**src/rtl/assert_macros.svh**
```systemverilog
// Assertion helpers shared by the gradient RTL.
// Define ASSERT_OFF to compile every check away.
`ifndef ASSERT_MACROS_SVH
`define ASSERT_MACROS_SVH

`ifndef ASSERT_OFF

// Consequent must hold in the same cycle as the antecedent.
`define ASSERT_IMPLY(label, clk, rst, ante, cons) \
   label: assert property (@(posedge clk) disable iff (rst) (ante) |-> (cons)) \
      else $error("assertion failed");

// Consequent must hold in the cycle after the antecedent.
`define ASSERT_NEXT(label, clk, rst, ante, cons) \
   label: assert property (@(posedge clk) disable iff (rst) (ante) |=> (cons)) \
      else $error("assertion failed");

`else

`define ASSERT_IMPLY(label, clk, rst, ante, cons)
`define ASSERT_NEXT(label, clk, rst, ante, cons)

`endif

`endif

```
**src/rtl/plcg_pkg.sv**
```systemverilog
`timescale 1ns / 1ps

package plcg_pkg;

   // Widths fixed by the register map and the item fields.
   localparam int VALUE_WIDTH  = 16;
   localparam int COUNT_BITS   = 3;
   localparam int NUM_STOPS    = 7;
   localparam int STOP_BITS    = 48;
   localparam int POS_LSB      = 32;
   localparam int CHAN_BITS    = 8;
   localparam int NUM_CHANS    = 4;
   localparam int FRAC_BITS    = 16;
   localparam int DIV_STEP     = 4;

   // Configuration port geometry: 64-bit registers at 8-byte spacing.
   localparam int DATA_BITS    = 64;
   localparam int ADDR_BITS    = 6;
   localparam int REG_LSB      = 3;
   localparam int REG_IDX_BITS = ADDR_BITS - REG_LSB;

   // Register indexes.
   localparam logic [REG_IDX_BITS-1:0] REG_STOP_COUNT = 3'd0;
   localparam logic [REG_IDX_BITS-1:0] REG_STOP_BASE  = 3'd1;

   // Lane numbers inside a packed color word.
   localparam int CH_RED   = 3;
   localparam int CH_GREEN = 2;
   localparam int CH_BLUE  = 1;
   localparam int CH_ALPHA = 0;

   // Reset values of the registers.
   localparam logic [COUNT_BITS-1:0] COUNT_RESET = 3'd2;
   localparam logic [STOP_BITS-1:0]  STOP0_RESET = 48'h0000_0000_00FF;
   localparam logic [STOP_BITS-1:0]  STOP1_RESET = 48'hFFFF_FFFF_FFFF;

   typedef logic [NUM_CHANS-1:0][CHAN_BITS-1:0] color_type;

   typedef struct packed {
      logic [COUNT_BITS-1:0]                count;
      logic [NUM_STOPS-1:0][STOP_BITS-1:0]  stops;
   } cfg_type;

   // Colors of the two stops around the value, plus the error flag.
   typedef struct packed {
      color_type lo;
      color_type hi;
      logic      err;
   } pair_type;

   localparam cfg_type CFG_RESET = '{
      count: COUNT_RESET,
      stops: {{((NUM_STOPS - 2) * STOP_BITS){1'b0}}, STOP1_RESET, STOP0_RESET}
   };

endpackage

```
**src/rtl/plcg_csr.sv**
```systemverilog
`timescale 1ns / 1ps

module plcg_csr (
   input  logic                               clock,
   input  logic                               reset,
   input  logic                               psel,
   input  logic                               penable,
   input  logic                               pwrite,
   input  logic [plcg_pkg::ADDR_BITS-1:0]     paddr,
   input  logic [plcg_pkg::DATA_BITS-1:0]     pwdata,
   output logic [plcg_pkg::DATA_BITS-1:0]     prdata,
   output logic                               pready,
   output plcg_pkg::cfg_type                  cfg
);
   import plcg_pkg::*;

   cfg_type                  cfg_ff;
   cfg_type                  cfg_in;
   logic [REG_IDX_BITS-1:0]  index;
   logic                     wr;

   // The port never inserts wait states.
   assign pready = 1'b1;
   assign index  = paddr[ADDR_BITS-1:REG_LSB];
   assign wr     = psel & penable & pwrite & pready;
   assign cfg    = cfg_ff;

   // Register write decode.
   always_comb begin
      cfg_in = cfg_ff;
      if (wr) begin
         case (index)
            REG_STOP_COUNT: begin
               cfg_in.count = pwdata[COUNT_BITS-1:0];
            end
            default: begin
               cfg_in.stops[index - REG_STOP_BASE] = pwdata[STOP_BITS-1:0];
            end
         endcase
      end
   end

   always_ff @(posedge clock) begin
      if (reset) begin
         cfg_ff <= CFG_RESET;
      end else begin
         cfg_ff <= cfg_in;
      end
   end

   // Read mux.
   always_comb begin
      case (index)
         REG_STOP_COUNT: begin
            prdata = DATA_BITS'(cfg_ff.count);
         end
         default: begin
            prdata = DATA_BITS'(cfg_ff.stops[index - REG_STOP_BASE]);
         end
      endcase
   end

endmodule

```
**src/rtl/plcg_locate.sv**
```systemverilog
`timescale 1ns / 1ps
`include "assert_macros.svh"

module plcg_locate #(
   parameter int MAX_STOPS  = 7,
   parameter int VALUE_BITS = 16
) (
   input  logic                               clock,
   input  logic                               reset,
   input  plcg_pkg::cfg_type                  cfg,
   input  logic                               in_valid,
   input  logic [plcg_pkg::VALUE_WIDTH-1:0]   in_value,
   output logic                               out_valid,
   output logic [VALUE_BITS-1:0]              out_num,
   output logic [VALUE_BITS-1:0]              out_den,
   output plcg_pkg::pair_type                 out_pair
);
   import plcg_pkg::*;

   localparam logic [COUNT_BITS-1:0] LIMIT = COUNT_BITS'(MAX_STOPS);

   logic [VALUE_BITS-1:0]  pos [NUM_STOPS];
   color_type              col [NUM_STOPS];
   logic [COUNT_BITS-1:0]  n;
   logic [COUNT_BITS-1:0]  last_idx;
   logic [VALUE_BITS-1:0]  last_pos;
   logic [VALUE_BITS-1:0]  v;

   // Stage 1: clamp and configuration check.
   logic                   s1_valid_ff, s1_valid_in;
   logic [VALUE_BITS-1:0]  s1_v_ff, s1_v_in;
   logic                   s1_err_ff, s1_err_in;

   // Stage 2: segment search.
   logic                   s2_valid_ff, s2_valid_in;
   logic [VALUE_BITS-1:0]  s2_v_ff, s2_v_in;
   logic                   s2_err_ff, s2_err_in;
   logic [COUNT_BITS-1:0]  s2_idx_ff, s2_idx_in;

   // Stage 3: segment operands.
   logic                   s3_valid_ff, s3_valid_in;
   logic [VALUE_BITS-1:0]  s3_num_ff, s3_num_in;
   logic [VALUE_BITS-1:0]  s3_den_ff, s3_den_in;
   pair_type               s3_pair_ff, s3_pair_in;

   // Unpack the stop registers.
   always_comb begin
      for (int k = 0; k < NUM_STOPS; k++) begin
         pos[k] = cfg.stops[k][POS_LSB +: VALUE_BITS];
         col[k] = cfg.stops[k][NUM_CHANS*CHAN_BITS-1:0];
      end
   end

   assign n        = cfg.count;
   assign last_idx = n - COUNT_BITS'(1);
   assign v        = in_value[VALUE_BITS-1:0];

   // Position of the final stop in use.
   always_comb begin
      last_pos = '0;
      for (int k = 0; k < MAX_STOPS; k++) begin
         if (COUNT_BITS'(k) == last_idx) begin
            last_pos = pos[k];
         end
      end
   end

   // Stage 1 next state: clamp the value and check the stop list.
   always_comb begin
      s1_valid_in = in_valid;
      s1_err_in   = (n < COUNT_BITS'(2)) || (n > LIMIT);
      for (int k = 0; k < MAX_STOPS - 1; k++) begin
         if ((COUNT_BITS'(k + 1) < n) && (pos[k] >= pos[k + 1])) begin
            s1_err_in = 1'b1;
         end
      end
      s1_v_in = v;
      if (s1_v_in < pos[0]) begin
         s1_v_in = pos[0];
      end
      if (s1_v_in > last_pos) begin
         s1_v_in = last_pos;
      end
   end

   // Stage 2 next state: last stop in use at or below the value.
   always_comb begin
      s2_valid_in = s1_valid_ff;
      s2_v_in     = s1_v_ff;
      s2_err_in   = s1_err_ff;
      s2_idx_in   = '0;
      for (int k = 1; k < MAX_STOPS; k++) begin
         if ((COUNT_BITS'(k) < n) && (pos[k] <= s1_v_ff)) begin
            s2_idx_in = COUNT_BITS'(k);
         end
      end
   end

   // Stage 3 next state: numerator, denominator and the two colors.
   // At the final stop the divider sees 0/1 and both colors are equal.
   always_comb begin
      logic [VALUE_BITS-1:0] lo_pos;
      logic [VALUE_BITS-1:0] hi_pos;
      color_type             lo_col;
      color_type             hi_col;
      logic                  at_last;

      lo_pos = '0;
      hi_pos = '0;
      lo_col = '0;
      hi_col = '0;
      for (int k = 0; k < MAX_STOPS; k++) begin
         if (COUNT_BITS'(k) == s2_idx_ff) begin
            lo_pos = pos[k];
            lo_col = col[k];
         end
         if ((k > 0) && (COUNT_BITS'(k) == s2_idx_ff + COUNT_BITS'(1))) begin
            hi_pos = pos[k];
            hi_col = col[k];
         end
      end
      at_last        = (s2_idx_ff == last_idx);
      s3_valid_in    = s2_valid_ff;
      s3_num_in      = at_last ? '0 : s2_v_ff - lo_pos;
      s3_den_in      = at_last ? VALUE_BITS'(1) : hi_pos - lo_pos;
      s3_pair_in.lo  = lo_col;
      s3_pair_in.hi  = at_last ? lo_col : hi_col;
      s3_pair_in.err = s2_err_ff;
   end

   // Valid bits.
   always_ff @(posedge clock) begin
      if (reset) begin
         s1_valid_ff <= 1'b0;
         s2_valid_ff <= 1'b0;
         s3_valid_ff <= 1'b0;
      end else begin
         s1_valid_ff <= s1_valid_in;
         s2_valid_ff <= s2_valid_in;
         s3_valid_ff <= s3_valid_in;
      end
   end

   // Payload registers.
   always_ff @(posedge clock) begin
      s1_v_ff    <= s1_v_in;
      s1_err_ff  <= s1_err_in;
      s2_v_ff    <= s2_v_in;
      s2_err_ff  <= s2_err_in;
      s2_idx_ff  <= s2_idx_in;
      s3_num_ff  <= s3_num_in;
      s3_den_ff  <= s3_den_in;
      s3_pair_ff <= s3_pair_in;
   end

   assign out_valid = s3_valid_ff;
   assign out_num   = s3_num_ff;
   assign out_den   = s3_den_ff;
   assign out_pair  = s3_pair_ff;

   // An item in the search stage moves on to the operand stage.
   `ASSERT_NEXT(a_loc_advance, clock, reset, s2_valid_ff, s3_valid_ff)

endmodule

```
**src/rtl/plcg_div.sv**
```systemverilog
`timescale 1ns / 1ps
`include "assert_macros.svh"

module plcg_div #(
   parameter int VALUE_BITS = 16
) (
   input  logic                               clock,
   input  logic                               reset,
   input  logic                               in_valid,
   input  logic [VALUE_BITS-1:0]              in_num,
   input  logic [VALUE_BITS-1:0]              in_den,
   input  plcg_pkg::pair_type                 in_pair,
   output logic                               out_valid,
   output logic [plcg_pkg::FRAC_BITS-1:0]     out_frac,
   output plcg_pkg::pair_type                 out_pair
);
   import plcg_pkg::*;

   localparam int STAGES = FRAC_BITS / DIV_STEP;

   logic                   valid_ff [STAGES];
   logic [VALUE_BITS-1:0]  rem_ff   [STAGES];
   logic [VALUE_BITS-1:0]  den_ff   [STAGES];
   logic [FRAC_BITS-1:0]   quo_ff   [STAGES];
   pair_type               pair_ff  [STAGES];

   // Restoring division of num * 2^16 by den, num below den. Each stage
   // retires DIV_STEP quotient bits and keeps the remainder below den.
   for (genvar s = 0; s < STAGES; s++) begin : g_stage
      logic                   src_valid;
      logic [VALUE_BITS-1:0]  src_rem;
      logic [VALUE_BITS-1:0]  src_den;
      logic [FRAC_BITS-1:0]   src_quo;
      pair_type               src_pair;
      logic [VALUE_BITS-1:0]  rem_in;
      logic [FRAC_BITS-1:0]   quo_in;

      if (s == 0) begin : g_first
         assign src_valid = in_valid;
         assign src_rem   = in_num;
         assign src_den   = in_den;
         assign src_quo   = '0;
         assign src_pair  = in_pair;
      end else begin : g_next
         assign src_valid = valid_ff[s - 1];
         assign src_rem   = rem_ff[s - 1];
         assign src_den   = den_ff[s - 1];
         assign src_quo   = quo_ff[s - 1];
         assign src_pair  = pair_ff[s - 1];
      end

      // Shift, trial subtract, keep or restore.
      always_comb begin
         logic [VALUE_BITS:0]    trial;
         logic [VALUE_BITS-1:0]  rem;
         logic [FRAC_BITS-1:0]   quo;

         rem = src_rem;
         quo = src_quo;
         for (int b = 0; b < DIV_STEP; b++) begin
            trial = {rem, 1'b0};
            quo   = {quo[FRAC_BITS-2:0], 1'b0};
            if (trial >= {1'b0, src_den}) begin
               trial  = trial - {1'b0, src_den};
               quo[0] = 1'b1;
            end
            rem = trial[VALUE_BITS-1:0];
         end
         rem_in = rem;
         quo_in = quo;
      end

      always_ff @(posedge clock) begin
         if (reset) begin
            valid_ff[s] <= 1'b0;
         end else begin
            valid_ff[s] <= src_valid;
         end
      end

      always_ff @(posedge clock) begin
         rem_ff[s]  <= rem_in;
         den_ff[s]  <= src_den;
         quo_ff[s]  <= quo_in;
         pair_ff[s] <= src_pair;
      end
   end

   assign out_valid = valid_ff[STAGES - 1];
   assign out_frac  = quo_ff[STAGES - 1];
   assign out_pair  = pair_ff[STAGES - 1];

   // No item is dropped between the last two divider stages.
   `ASSERT_NEXT(a_div_advance, clock, reset, valid_ff[STAGES - 2], valid_ff[STAGES - 1])

endmodule

```
**src/rtl/plcg_blend.sv**
```systemverilog
`timescale 1ns / 1ps
`include "assert_macros.svh"

module plcg_blend (
   input  logic                               clock,
   input  logic                               reset,
   input  logic                               in_valid,
   input  logic [plcg_pkg::FRAC_BITS-1:0]     in_frac,
   input  plcg_pkg::pair_type                 in_pair,
   output logic                               out_strobe,
   output logic [plcg_pkg::CHAN_BITS-1:0]     out_red,
   output logic [plcg_pkg::CHAN_BITS-1:0]     out_green,
   output logic [plcg_pkg::CHAN_BITS-1:0]     out_blue,
   output logic [plcg_pkg::CHAN_BITS-1:0]     out_alpha,
   output logic                               out_error
);
   import plcg_pkg::*;

   localparam int PROD_BITS = FRAC_BITS + CHAN_BITS + 2;
   localparam logic signed [PROD_BITS-1:0] ROUND = PROD_BITS'(1 << (FRAC_BITS - 1));

   // Multiply stage.
   logic                         mul_valid_ff, mul_valid_in;
   logic signed [PROD_BITS-1:0]  prod_ff [NUM_CHANS];
   logic signed [PROD_BITS-1:0]  prod_in [NUM_CHANS];
   color_type                    lo_ff;
   logic                         err_ff;

   // Output stage.
   logic                         strobe_ff, strobe_in;
   color_type                    col_ff, col_in;
   logic                         error_ff;

   // (1 - f) * lo + f * hi is lo + f * (hi - lo), one multiply per lane.
   always_comb begin
      logic signed [FRAC_BITS:0]  frac_s;
      logic signed [CHAN_BITS:0]  diff;

      frac_s       = $signed({1'b0, in_frac});
      mul_valid_in = in_valid;
      for (int ch = 0; ch < NUM_CHANS; ch++) begin
         diff        = $signed({1'b0, in_pair.hi[ch]}) - $signed({1'b0, in_pair.lo[ch]});
         prod_in[ch] = PROD_BITS'(frac_s) * PROD_BITS'(diff);
      end
   end

   // Add the low color, round to nearest and drop the fraction.
   always_comb begin
      logic signed [PROD_BITS-1:0] sum;

      strobe_in = mul_valid_ff;
      for (int ch = 0; ch < NUM_CHANS; ch++) begin
         sum        = $signed({2'b00, lo_ff[ch], {FRAC_BITS{1'b0}}}) + prod_ff[ch] + ROUND;
         col_in[ch] = err_ff ? '0 : sum[FRAC_BITS +: CHAN_BITS];
      end
   end

   always_ff @(posedge clock) begin
      if (reset) begin
         mul_valid_ff <= 1'b0;
         strobe_ff    <= 1'b0;
      end else begin
         mul_valid_ff <= mul_valid_in;
         strobe_ff    <= strobe_in;
      end
   end

   always_ff @(posedge clock) begin
      for (int ch = 0; ch < NUM_CHANS; ch++) begin
         prod_ff[ch] <= prod_in[ch];
      end
      lo_ff    <= in_pair.lo;
      err_ff   <= in_pair.err;
      col_ff   <= col_in;
      error_ff <= err_ff;
   end

   assign out_strobe = strobe_ff;
   assign out_red    = col_ff[CH_RED];
   assign out_green  = col_ff[CH_GREEN];
   assign out_blue   = col_ff[CH_BLUE];
   assign out_alpha  = col_ff[CH_ALPHA];
   assign out_error  = error_ff;

   // A product in flight always turns into one result strobe.
   `ASSERT_NEXT(a_blend_strobe, clock, reset, mul_valid_ff, strobe_ff)
   // An empty multiply stage never shows a result.
   `ASSERT_NEXT(a_blend_quiet, clock, reset, !mul_valid_ff, !strobe_ff)
   // Error results carry a zero color.
   `ASSERT_IMPLY(a_blend_err_zero, clock, reset, strobe_ff && error_ff, col_ff == '0)

endmodule

```
**src/rtl/piecewise_linear_color_gradient.sv**
```systemverilog
`timescale 1ns / 1ps
// Piecewise-linear color gradient: maps a scalar to an RGBA color.
// Input channel: an item (req_value) is accepted at a clock edge with start
// high; busy is always low, so a new item can be taken every cycle.
// Result channel: rsp_strobe is high for one cycle with rsp_red, rsp_green,
// rsp_blue, rsp_alpha and rsp_error; the receiver cannot hold results off.
// Throughput: one item per cycle. The path is nine register stages: clamp
// and stop check, segment search, segment operands, four divider stages of
// four quotient bits each, the lane multipliers and the rounding stage.
// Configuration: a 64-bit APB port, register i at byte address 8*i
// (stop count, then seven stops). Write only while no item is in flight.
// Reset (synchronous, active high) empties the pipeline and loads the
// default gradient: two stops, opaque black at 0 to opaque white at 0xFFFF.
// Fewer than two stops, too many, or stops not strictly ascending give a
// result with rsp_error set and a zero color.
module piecewise_linear_color_gradient #(
   parameter int MAX_STOPS  = 7,
   parameter int VALUE_BITS = 16
) (
   input  logic                               clock,
   input  logic                               reset,
   input  logic                               start,
   output logic                               busy,
   input  logic [plcg_pkg::VALUE_WIDTH-1:0]   req_value,
   output logic                               rsp_strobe,
   output logic [plcg_pkg::CHAN_BITS-1:0]     rsp_red,
   output logic [plcg_pkg::CHAN_BITS-1:0]     rsp_green,
   output logic [plcg_pkg::CHAN_BITS-1:0]     rsp_blue,
   output logic [plcg_pkg::CHAN_BITS-1:0]     rsp_alpha,
   output logic                               rsp_error,
   input  logic                               psel,
   input  logic                               penable,
   input  logic                               pwrite,
   input  logic [plcg_pkg::ADDR_BITS-1:0]     paddr,
   input  logic [plcg_pkg::DATA_BITS-1:0]     pwdata,
   output logic [plcg_pkg::DATA_BITS-1:0]     prdata,
   output logic                               pready
);
   import plcg_pkg::*;

   cfg_type                cfg;
   logic                   accept;
   logic                   loc_valid;
   logic [VALUE_BITS-1:0]  loc_num;
   logic [VALUE_BITS-1:0]  loc_den;
   pair_type               loc_pair;
   logic                   div_valid;
   logic [FRAC_BITS-1:0]   div_frac;
   pair_type               div_pair;

   // The pipeline never stalls.
   assign busy   = 1'b0;
   assign accept = start & ~busy;

   plcg_csr u_csr (
      .clock   (clock),
      .reset   (reset),
      .psel    (psel),
      .penable (penable),
      .pwrite  (pwrite),
      .paddr   (paddr),
      .pwdata  (pwdata),
      .prdata  (prdata),
      .pready  (pready),
      .cfg     (cfg)
   );

   plcg_locate #(
      .MAX_STOPS  (MAX_STOPS),
      .VALUE_BITS (VALUE_BITS)
   ) u_locate (
      .clock     (clock),
      .reset     (reset),
      .cfg       (cfg),
      .in_valid  (accept),
      .in_value  (req_value),
      .out_valid (loc_valid),
      .out_num   (loc_num),
      .out_den   (loc_den),
      .out_pair  (loc_pair)
   );

   plcg_div #(
      .VALUE_BITS (VALUE_BITS)
   ) u_div (
      .clock     (clock),
      .reset     (reset),
      .in_valid  (loc_valid),
      .in_num    (loc_num),
      .in_den    (loc_den),
      .in_pair   (loc_pair),
      .out_valid (div_valid),
      .out_frac  (div_frac),
      .out_pair  (div_pair)
   );

   plcg_blend u_blend (
      .clock      (clock),
      .reset      (reset),
      .in_valid   (div_valid),
      .in_frac    (div_frac),
      .in_pair    (div_pair),
      .out_strobe (rsp_strobe),
      .out_red    (rsp_red),
      .out_green  (rsp_green),
      .out_blue   (rsp_blue),
      .out_alpha  (rsp_alpha),
      .out_error  (rsp_error)
   );

endmodule
```
**config.mk**
```make
export PLATFORM = sky130hd
export DESIGN_NAME = piecewise_linear_color_gradient
export DESIGN_NICKNAME = d
export VERILOG_FILES = /design/src/rtl/plcg_pkg.sv /design/src/rtl/plcg_csr.sv /design/src/rtl/plcg_locate.sv /design/src/rtl/plcg_div.sv /design/src/rtl/plcg_blend.sv /design/src/rtl/piecewise_linear_color_gradient.sv
export VERILOG_INCLUDE_DIRS = /design/src /design/src/rtl
export SDC_FILE = /design/constraint.sdc
export NUM_CORES = 2
export LEC_CHECK = 0
export BUFFER_PORTS_ARGS = -buffer_cell sky130_fd_sc_hd__buf_2
export CAP_MARGIN = 15
export CELL_PAD_IN_SITES_DETAIL_PLACEMENT = 0
export CELL_PAD_IN_SITES_GLOBAL_PLACEMENT = 1
export CORE_MARGIN = 5
export CORE_UTILIZATION = 49
export CTS_CLUSTER_SIZE = 10
export DETAILED_ROUTE_END_ITERATION = 10
export PLACE_DENSITY_LB_ADDON = 0.1
export SYNTH_ARGS = -nofsm -noshare
export SYNTH_HDL_FRONTEND = slang
export SYNTH_SLANG_ARGS = --single-unit
```
**constraint.sdc**
```tcl
create_clock -name clock -period 11 [get_ports clock]
set_clock_uncertainty 0.05 [all_clocks]
set_input_delay 1.1 -clock clock [delete_from_list [all_inputs] [get_ports clock]]
set_output_delay 1.1 -clock clock [all_outputs]
set_load 0.03 [all_outputs]
```
==> flow_summary.yaml <==
synthesis:
  synth_flop_cell: "dfxtp_1"
  syn_area_um2: 73600
  synth_edf_count: 0
  synth_warnings: 0
  netlist_instances: 8681
  ys_seq_area_share_pct: 26.7
  synth.distinct_cells: 101
  ys_seq_elements: 980
  syn_avg_cell_area_um2: 8.48
  async_flop_share_pct: 0
worst_setup_path:
  cp_max_fo: 18
  worstSetupPathType: "flop to flop"
  endpoint_kind: "flop"
  max_stage_delay_ns: 0.45
  crit_arrival_ns: 10.90
  required_ns: 11.57
  cp-start-kind: "flop"
  rrSetupSlack_ns: 0.67
  cp_slowest_cell: "o41ai_4"
floorplanning:
  rows: 142
  fp.dieW_um: 398
  core-area_um2: 150000
  start_util_pct: 49.2
  die_area_um2: 158000
  ios: 192
  fp.dieH_um: 398
timing:
  tightest_slew_ns: 1.27
  setup_viol: 0
  finalMaxSlewViolations: 0
  layout_min_cycle_time_ns: 10.33
  setup_tns_ns: 0
  relSlewSlack_pct: 14.9
  hold_violations: 0
  rsz0062_at_grt: "false"
  max_freq_ghz: 0.0968
  holdWs_ns: 0.253
  post-route-period-util_pct: 93.9
outcome:
  outcome: "finished clean"
place:
  gp_congestion: 0.919
  dpl.hpwl_mm: 174
  port_buffers: 154
clock_network:
  clock_path_buffers: 3
  clkSlewWorstSetupHoldPaths_ns: 0.05
  h-tree-depth: 3
  numCtsBuffers: 115
  clockRootBuffer: "clkbuf_16"
  clkSinkCount: 980
  ctsHoldBuffers: 0
  cts_tree: "built"
  clk_latency_ns: 0.77
grt:
  grt.busiest_layer: "met2"
  grt_pass1_vias: 61400
  grt.met1_usage_pct: 40.5
  grt_use_met2_pct: 49.1
  grt_pass1_wl_mm: 371
  grt_overflow: 0
  grt_use_met3_pct: 4.76
  antenna_found_initial: 21
  grt.total_usage_pct: 30.3
  grt_max_degree: 100
job:
  cap_violations: 0
detailed_routing:
  firstDrtPassIters: 7
  drt_wl_total_mm: 243
  vias_per_cell: 5.78
  drt_iter0_drc: 5099
  antenna_left: 0
  drc: 0
  wl_per_cell_um: 22.7
  vias: 62000
finish:
  drive_gt1_share_pct: 8.47
  fin_nets: 9945
  area_growth_syn_to_layout_pct: 8.75
worst_hold_path:
  min_path_type: "flop to flop"
## routing by layer
metal | wire [um] | share of wire [%]
met1 | 106000 | 43
met2 | 110000 | 45
met3 | 17500 | 7.2
met4 | 10300 | 4.2
met5 | 72 | 0.030
## area by class of cell
| cell class | instances | area, um2 |
|---|---|---|
| repair buffers | 301 | 1910 |
| flip-flops and latches | 980 | 19600 |
| clock buffers | 143 | 3140 |
| inverters | 736 | 2760 |
| multi-input cells | 6528 | 49800 |
| fillers | 14100 | 69600 |
| well taps | 2016 | 2520 |
| diodes | 8 | 20.0 |
| clock inverters | 16 | 284 |
## sequential cells by signal (all words and copies together) (netlist names), 3 cells and up
signal,cells
u_div.den_ff,48
u_blend.lo_ff,32
u_div.quo_ff,40
u_locate.s1_v_ff,16
u_div.pair_ff,260
u_div.rem_ff,48
u_csr.cfg,339
u_blend.out_green,8
u_locate.s2_v_ff,16
u_blend.prod_ff,36
u_locate.out_pair,65
u_locate.out_num,16
u_locate.out_den,16
u_blend.out_alpha,8
u_blend.out_red,8
u_div.valid_ff,4
u_blend.out_blue,8
u_locate.s2_idx_ff,3
## critical path, delay by kind of cell, from the launching register on
family / cells / cell delay [ns]
mux: 4 / 1.38
compound gates: 19 / 4.46
flops: 1 / 0.40
buf+inv: 5 / 1.00
fa+ha+maj: 4 / 1.33
simple gates: 8 / 1.56
## cell usage after synthesis, types with 19 or more instances
master	instances	share of area, %
o211ai_1	43	0.44
dfxtp_1	980	27
inv_1	733	3.7
o21a_1	76	0.78
fa_1	406	11
a211oi_1	73	0.74
nand2_1	1341	6.8
nand4_1	65	0.55
o21ai_0	418	2.8
a21o_1	184	1.9
nor4_1	19	0.16
and2_1	217	1.8
nor3_1	161	1.1
mux2i_1	203	2.8
ha_1	785	13
or2_2	19	0.16
clkbuf_1	376	1.9
a22oi_1	25	0.26
nor2_1	427	2.2
mux2_2	141	2.2
nand3_1	66	0.45
buf_4	21	0.21
or3_1	25	0.21
and3_1	29	0.25
xnor2_1	205	2.4
buf_1	38	0.19
a221oi_1	116	1.4
nor2b_1	77	0.65
a31oi_1	27	0.23
o21bai_1	53	0.54
a21oi_1	752	5.1
nand2b_1	164	1.4
xor2_1	91	1.1
## what timing repair did
item | in CTS | in global routing
endpoints found under the setup margin | 0 | 49
buffers inserted | 0 | 4
resized for setup | 0 | 15
## metrics by stage
step                std cells  setup slack, ns  util [%]  cell area [um2]
finish                  10700            0.667      53.5            80000
global route            10700           0.0139      53.5            80000
CTS                     10700            0.266      53.4            79900
detailed placement      10600            0.304      51.1            76500
global placement        10600            0.364      51.1            76500
floorplan                8697             1.10         -            73600
## cells by family after synthesis
logic type      Yosys count  synth area share [%]
simple gates           2650                  16.3
compound gates         1990                  17.1
xor+xnor                296                  3.52
buf+inv                1189                  6.24
other cells               2                0.0102
fa+ha+maj              1191                  24.4
flops                   980                  26.7
mux                     383                  5.84
## layout by cell type, fill, tap and decap left out, types with 16 or more instances in the layout
cell type / count
ha_1: 783
a31o_2: 16
nor2b_1: 72
o21bai_1: 53
nand2b_1: 164
clkbuf_16: 118
nand3_1: 65
or2_2: 19
a221oi_1: 116
xor2_1: 87
inv_1: 731
and3_1: 27
xnor2_1: 202
a221o_1: 18
nand4_1: 65
a22oi_1: 25
mux2i_1: 203
o21ai_0: 417
conb_1: 18
dfxtp_1: 975
mux4_2: 18
nor4_1: 18
fa_1: 406
nand2_1: 1336
o211ai_1: 43
a21o_1: 183
a211oi_1: 72
and2_1: 214
a21oi_1: 751
buf_2: 152
or3_1: 24
nor2_1: 421
buf_4: 145
clkbuf_1: 16
o21a_1: 76
nor3_1: 152
mux2_2: 141
a31oi_1: 26
## path summary, 6_finish.rpt
path	to	from	cells after the start
setup / recovery	u_div.rem_ff[1][5]	u_div.den_ff[0][1]	40
hold / removal	u_div.pair_ff[0][2]	u_locate.out_pair[2]	0
setup reg to reg	u_div.rem_ff[1][5]	u_div.den_ff[0][1]	40
hold reg to reg	u_div.pair_ff[0][2]	u_locate.out_pair[2]	0
Power is left out: the tool's default activity adds up to more than one toggle a clock period on the data nets, which glitch-free logic cannot reach.
